## config.mk

```make
export PLATFORM = sky130hd
export DESIGN_NAME = mtf_ctrl
export DESIGN_NICKNAME = d
export VERILOG_FILES = /design/src/hdl/mtf_pkg.sv /design/src/hdl/mtf_ctrl.sv
export SDC_FILE = /design/constraint.sdc
export NUM_CORES = 1
export LEC_CHECK = 0
export BUFFER_PORTS_ARGS = -buffer_cell sky130_fd_sc_hd__buf_4
export CAP_MARGIN = 30
export CORE_AREA = 2 2 39 41
export CTS_CLUSTER_DIAMETER = 120
export CTS_CLUSTER_SIZE = 30
export DETAILED_ROUTE_END_ITERATION = 12
export DIE_AREA = 0 0 41 43
export SYNTH_ARGS = -nofsm -noshare
export SYNTH_HDL_FRONTEND = slang
export SYNTH_SLANG_ARGS = --single-unit
```

## constraint.sdc

```tcl
create_clock -name clk -period 1 [get_ports clk]
set_input_delay 0.1 -clock clk [delete_from_list [all_inputs] [get_ports clk]]
set_output_delay 0.1 -clock clk [all_outputs]
set_load 0.005 [all_outputs]
```

## src/hdl/mtf_pkg.sv

```systemverilog
// Shared types and codes for the move-to-front lookup table.
package mtf_pkg;

    // Width of the capacity register
    localparam int CAP_BITS = 6;

    // Request opcodes
    typedef enum logic [1:0] {
        CMD_INSERT = 2'd0,
        CMD_REMOVE = 2'd1,
        CMD_SEARCH = 2'd2,
        CMD_NOP    = 2'd3
    } cmd_t;

    // Result status codes
    typedef enum logic [1:0] {
        RES_DONE      = 2'd0,
        RES_NOT_FOUND = 2'd1,
        RES_FULL      = 2'd2
    } result_t;

    // Datapath update actions
    typedef enum logic [1:0] {
        ACT_NONE   = 2'd0,
        ACT_APPEND = 2'd1,
        ACT_DELETE = 2'd2,
        ACT_FRONT  = 2'd3
    } action_t;

    // Controller states
    typedef enum logic {
        ST_IDLE   = 1'b0,
        ST_UPDATE = 1'b1
    } state_t;

    // Commands from controller to datapath
    typedef struct packed {
        logic    capture;
        logic    apply;
        action_t action;
        result_t result;
    } ctrl_cmd_t;

    // Status from datapath to controller
    typedef struct packed {
        cmd_t op;
        logic hit;
        logic full;
    } dp_status_t;

endpackage

```

## src/hdl/mtf_ctrl.sv

```systemverilog
// Controller state machine for the move-to-front lookup table.
module mtf_ctrl (
    input  logic                   clk,
    input  logic                   rst_n,
    input  logic                   start,
    input  mtf_pkg::dp_status_t    stat,
    output mtf_pkg::ctrl_cmd_t     ctrl,
    output logic                   busy
);
    import mtf_pkg::*;

    state_t state_reg;
    state_t state_next;

    // Hold the state register
    always_ff @(posedge clk or negedge rst_n)
    begin
        if (!rst_n)
        begin
            state_reg <= ST_IDLE;
        end
        else
        begin
            state_reg <= state_next;
        end
    end

    // Decide next state and the update action for the captured request
    always_comb
    begin
        state_next   = state_reg;
        ctrl.capture = 1'b0;
        ctrl.apply   = 1'b0;
        ctrl.action  = ACT_NONE;
        ctrl.result  = RES_DONE;
        busy         = 1'b0;
        case (state_reg)
            ST_IDLE:
            begin
                if (start)
                begin
                    ctrl.capture = 1'b1;
                    state_next   = ST_UPDATE;
                end
            end
            ST_UPDATE:
            begin
                busy       = 1'b1;
                ctrl.apply = 1'b1;
                state_next = ST_IDLE;
                case (stat.op)
                    CMD_INSERT:
                    begin
                        if (stat.full)
                        begin
                            ctrl.result = RES_FULL;
                        end
                        else
                        begin
                            ctrl.action = ACT_APPEND;
                        end
                    end
                    CMD_REMOVE:
                    begin
                        if (stat.hit)
                        begin
                            ctrl.action = ACT_DELETE;
                        end
                        else
                        begin
                            ctrl.result = RES_NOT_FOUND;
                        end
                    end
                    CMD_SEARCH:
                    begin
                        if (stat.hit)
                        begin
                            ctrl.action = ACT_FRONT;
                        end
                        else
                        begin
                            ctrl.result = RES_NOT_FOUND;
                        end
                    end
                    default:
                    begin
                        ctrl.action = ACT_NONE;
                    end
                endcase
            end
            default:
            begin
                state_next = ST_IDLE;
            end
        endcase
    end

endmodule

```

==> results of run 1 <==
kinds of logic after synthesis:
kind of cell | synth area share
flip-flops | 0.153
adder cells (fa/ha/maj) | 0.305
buffers and inverters | 0.137
AO/OA/AOI/OAI | 0.0610
AND/OR/NAND/NOR | 0.343
through the flow:
step | hold WS [ns] | cell area, µm² | std cells | total power (µW) | util
after CTS | 0.350 | 277 | 46 | 125 | 0.200
after floorplan | -0.196 | 164 | 18 | 82.5 | -
after global placement | -0.125 | 267 | 45 | 120 | 0.193
after global routing | 0.359 | 277 | 46 | 134 | 0.200
final | 0.349 | 277 | 46 | 123 | 0.200
after detailed placement | -0.123 | 267 | 45 | 121 | 0.193
cells in the final DEF, fill, tap and decap left out:
cell type	synthesis	routed
buf_4	2	13
ha_1	4	4
inv_1	2	2
nand2_1	1	1
nand2b_1	1	1
nand2b_4	1	1
a21oi_1	1	1
and2b_2	1	1
nor3b_2	1	1
o21ai_0	1	1
nor2_1	1	1
and3_2	1	1
dlygate4sd3_1	0	1
dfrtp_1	1	1
Yosys cell counts:
master	instances	area [µm²]
ha_1	4	50.1
buf_4	2	15.0
inv_1	2	7.51
a21oi_1	1	5.00
and2b_2	1	8.76
and3_2	1	7.51
dfrtp_1	1	25.0
nand2_1	1	3.75
nand2b_1	1	6.26
nand2b_4	1	13.8
nor2_1	1	3.75
nor3b_2	1	12.5
o21ai_0	1	5.00
power breakdown:
part	switching [µW]	internal, µW	total (µW)
Sequential	4.80	44.0	48.8
Combinational	26.0	48.6	74.6
Clock	0	0	0
timing repair:
action                    4_1_cts  5_1_grt
hold buffers                    1        0
hold endpoints to repair        1        0
resized for setup               0        0
area by class of cell:
cell class | instances | area [µm²] | area share
inverters | 2 | 7.51 | 0.0271
well taps | 16 | 20.0 | 0.0724
multi-input cells | 13 | 116 | 0.421
repair buffers | 14 | 108 | 0.389
flip-flops and latches | 1 | 25.0 | 0.0905
routing by layer:
layer / share of wire / up-vias / global-route usage
met5: 0 / - / 0
met4: 0 / 0 / 0
met3: 0.14 / 0 / 0
met2: 0.42 / 10 / 0.0625
met1: 0.45 / 63 / 0.0571
li1: - / 79 / -
how the worst max path moves through the flow:
| stage | startpoint | end | slack [ns] | cells past startpoint |
|---|---|---|---|---|
| 2_1_floorplan | state_reg | ctrl[5] | 0.12 | 2 |
| 3_3_place_gp | stat[2] | ctrl[0] | 0.05 | 5 |
| 3_5_place_dp | stat[2] | ctrl[0] | 0.05 | 5 |
| 4_1_cts | stat[2] | ctrl[0] | 0.05 | 5 |
| 5_1_grt | stat[2] | ctrl[0] | 0.02 | 5 |
| 6_report | stat[2] | ctrl[0] | 0.06 | 5 |
==> key figures, run 1 <==
Outcome
  – Status: completed

Worst hold path
  – Worst Min Path Start: start
  – Hold Path Cell Cnt: 2
  – Worst min path class: input pin to register
  – Hold Crit Endpoint: state_reg

Worst setup path
  – Slowest cell on the critical path: ha_1
  – Worst setup SP type: input pin
  – Crit-path cells: buf_4 -> ha_1 -> nand2b_4 -> nor3b_2 -> buf_4
  – R2r worst-path depth: 1
  – Worst Path Buf+Inv: 2
  – Worst Path Max Fanout: 3
  – WP data arrival: 0.84 ns
  – Internal reg-to-reg setup slack: about 0.21 ns
  – Cell family with most CP delay: simple AND/OR/NAND/NOR gates
  – Crit-path max cell delay: 0.18 ns
  – Crit Path Class: input pin to primary output
  – CP endpoint kind: primary output
  – FF-to-FF End: state_reg
  – WP data required: 0.90 ns
  – Cell mode on critical path: buf_4
  – Reg2Reg Launch Point: state_reg

Timing
  – Fmax: ~1.1 GHz
  – Max Slew Vio Count: 0
  – Fin crit share: 0.943
  – RSZ-0062 raised after global routing: false
  – Worst-Margin Slew: around 0.20 ns
  – Fin. Hold Viols: 0
  – Post-route worst setup slack: roughly 0.057 ns
  – Min Tclk post-route: around 0.94 ns
  – Final setup fails: 0
  – Clk_skew: 0 ns
  – Slew headroom: 0.866
  – Setup_tns: 0 ns

Drt
  – ANT nets after route: 0
  – Routed vias/inst: between 3 and 4
  – Via Count: 152
  – Total Routed Length: 332 µm
  – TritonRoute pass-1 iters: 2
  – Iter 0 DRT Violations: 3
  – Drt drc: 0
  – Drt wl/cell: ~7.2 µm

Global routing
  – GRT Total Usage: 0.0380
  – Largest net degree at the start of global routing: 6
  – Vias in the first global route: 130
  – First-pass GRT wire length: a little over 500 µm
  – Initial antenna violation count: 0
  – Grt total ovfl: 0

Synth
  – Post-synth cell types: 13
  – Avg Cell Area, Syn: approximately 9 µm²
  – Synth Cell Area: 164 µm²
  – #FFs+latches synth: 1
  – Post-Synthesis Cells: 18
  – Ys Warns: 0
  – Sequential-to-total area share from yosys stat: 0.153
  – Synthesized Nets: 29

Layout
  – Fin nets: 43
  – Fraction of layout cells with a size suffix above 1: 0.567
  – FILL cells: 151
  – Number of inserted diodes: 0
  – Max reg flops: 1
  – P&R area growth vs syn: 68.7%

Floorplan
  – Die Y-Extent: ~43 µm
  – Die X: 41 µm
  – Die area: ~1800 µm²
  – IO Count: 14
  – Initial core utilization: 0.118
  – CORE AREA: 1380 µm²
  – Cell row count: 14

CTS
  – Post-CTS setup buffer count: 0
  – Clk slew on worst S/H paths: 0 ns
  – Skew-Pair Late Insertion Delay: 0 ns

Power and ir drop
  – Worst vdd ir: approximately 94 µV
  – Leak pwr: approximately 0.00015 µW
  – Power density over cell area: ~450 nW/µm²

Place
  – IO Port Bufs: 13
  – Place WS: ~0.048 ns
  – Post-DP HPWL: roughly 300 µm
  – RePlAce Congestion: 0.530

Run
  – Max-cap violations: 0
Note: power is estimated with default switching activity, not from simulation.
==> inputs of run 2 (changes only) <==
==> constraint.sdc (replaced) <==
create_clock -name clk -period 0.8 [get_ports clk]
set_input_delay 0.08 -clock clk [delete_from_list [all_inputs] [get_ports clk]]
set_output_delay 0.08 -clock clk [all_outputs]
set_load 0.05 [all_outputs]
==> run 2 against run 1 <==
The run now ends with negative setup slack left. First-iteration DRC count shrank 33%. Cell count is 2.2% higher. Sequential power grew 25%. Clock skew is the same. Routed wire length increased by 6.9%. Power is 120% higher. Die area is the same. Critical path depth did not move. Largest power group unchanged.
==> key figures, run 2 (synthesized netlist as in run 1, its figures left out) <==
Outcome
  – Violated checks: negative setup slack
  – Status: complete, but fails checks

Drt
  – Drt wl/cell: 7.55 µm
  – Via Count: about 160
  – ANT nets after route: 0
  – Iter 0 DRT Violations: 2
  – Drt drc: 0
  – Routed vias/inst: approximately 3.4
  – TritonRoute pass-1 iters: 4
  – Total Routed Length: ~360 µm

Timing
  – Fmax: approximately 1.1 GHz
  – RSZ-0062 raised after global routing: true
  – Final setup fails: 5
  – Fin. Hold Viols: 0
  – Min Tclk post-route: around 0.92 ns
  – Post-route worst setup slack: -0.118 ns
  – Clk_skew: 0 ns
  – Setup_tns: -0.347 ns
  – Fin crit share: 1.15
  – Slew headroom: 0.904
  – Worst-Margin Slew: about 0.14 ns
  – Max Slew Vio Count: 0

Floorplan
  – Initial core utilization: 0.118
  – IO Count: 14
  – CORE AREA: about 1400 µm²
  – Cell row count: 14
  – Die Y-Extent: about 43 µm
  – Die X: around 41 µm
  – Die area: ~1800 µm²

Run
  – Max-cap violations: 0

CTS
  – Clk slew on worst S/H paths: 0 ns
  – Skew-Pair Late Insertion Delay: 0 ns

Layout
  – Most frequent cells in the layout: buf_6 (6), buf_4 (5), ha_4 (3), buf_8 (3), inv_2 (2)
  – P&R area growth vs syn: 136%
  – Max reg flops: 1
  – Number of inserted diodes: 0
  – FILL cells: 148
  – Fraction of layout cells with a size suffix above 1: 0.871
  – Most common cell after layout, fill and taps aside: buf_6
  – Fin nets: between 40 and 50

Worst setup path
  – Worst Path Max Fanout: 3
  – WP data arrival: approximately 0.84 ns
  – Crit-path cells: buf_8 -> ha_4 -> nand2b_4 -> nor3b_4 -> buf_6
  – Crit-path max cell delay: ~0.18 ns
  – Internal reg-to-reg setup slack: roughly 0.040 ns
  – Worst setup SP type: input pin
  – Slowest cell on the critical path: nor3b_4
  – Cell family with most CP delay: simple AND/OR/NAND/NOR gates
  – WP data required: 0.72 ns
  – Crit Path Class: input pin to primary output
  – R2r worst-path depth: 1
  – FF-to-FF End: state_reg
  – Reg2Reg Launch Point: state_reg
  – Worst Path Buf+Inv: 2
  – CP endpoint kind: primary output

Global routing
  – First-pass GRT wire length: 496 µm
  – Vias in the first global route: between 100 and 150
  – Largest net degree at the start of global routing: 6
  – Initial antenna violation count: 0
  – GRT Total Usage: 0.0370
  – Grt total ovfl: 0

Worst hold path
  – Worst min path class: input pin to register
  – Hold Crit Endpoint: state_reg
  – Worst Min Path Start: start
  – Hold Path Cell Cnt: 2

Place
  – RePlAce Congestion: between 0.5 and 0.6
  – IO Port Bufs: 13

Power and ir drop
  – Power density over cell area: approximately 690 nW/µm²
  – Tot Pwr: 267 µW
  – Worst vdd ir: between 150 and 200 µV
  – Leak pwr: between 0.00015 and 0.0002 µW
-- run 2: how the worst max path moves through the flow --
stage / start / end / slack [ns] / cells past startpoint
global placement: stat[2] / ctrl[0] / -0.20 / 5
detailed placement: stat[2] / ctrl[0] / -0.20 / 5
global route: stat[3] / ctrl[0] / -0.15 / 5
floorplan: state_reg / ctrl[0] / -0.42 / 2
CTS: state_reg / ctrl[0] / -0.14 / 3
finish: stat[3] / ctrl[0] / -0.12 / 5
-- run 2: metal layers --
layer	share of wire	track usage	vias up
met4	0	0	0
li1	-	-	82
met2	0.55	0.0719	8
met1	0.35	0.0446	68
met5	0	0	-
met3	0.096	0	0
-- run 2: area by class of cell --
class	instances	area [µm²]	area share
Timing Repair Buffer	15	160	0.414
Tap cell	16	20.0	0.0518
Inverter	2	7.51	0.0194
Sequential cell	1	26.3	0.0680
Multi-Input combinational cell	13	173	0.447
-- run 2: through the flow --
| stage | util | setup slack (ns) | area, µm² | std cells | hold WS (ns) |
|---|---|---|---|---|---|
| 2_1_floorplan | - | -0.419 | 181 | 18 | -0.216 |
| 3_3_place_gp | 0.203 | -0.195 | 280 | 45 | -0.143 |
| 3_5_place_dp | 0.203 | -0.200 | 280 | 45 | -0.143 |
| 4_1_cts | 0.249 | -0.145 | 344 | 46 | 0.346 |
| 5_1_grt | 0.279 | -0.147 | 387 | 47 | 0.349 |
| 6_report | 0.279 | -0.118 | 387 | 47 | 0.344 |
-- run 2: power by group --
group	switching [µW]	internal, µW
logic	109	96.5
clock network	0	0
registers	5.55	55.6
-- run 2: repair_timing --
action,4_1_cts,5_1_grt
hold endpoints to repair,1,0
gates resized for setup,15,7
setup endpoints to repair,5,5
hold buffers,1,0
pin swaps,3,2
setup buffers,0,1
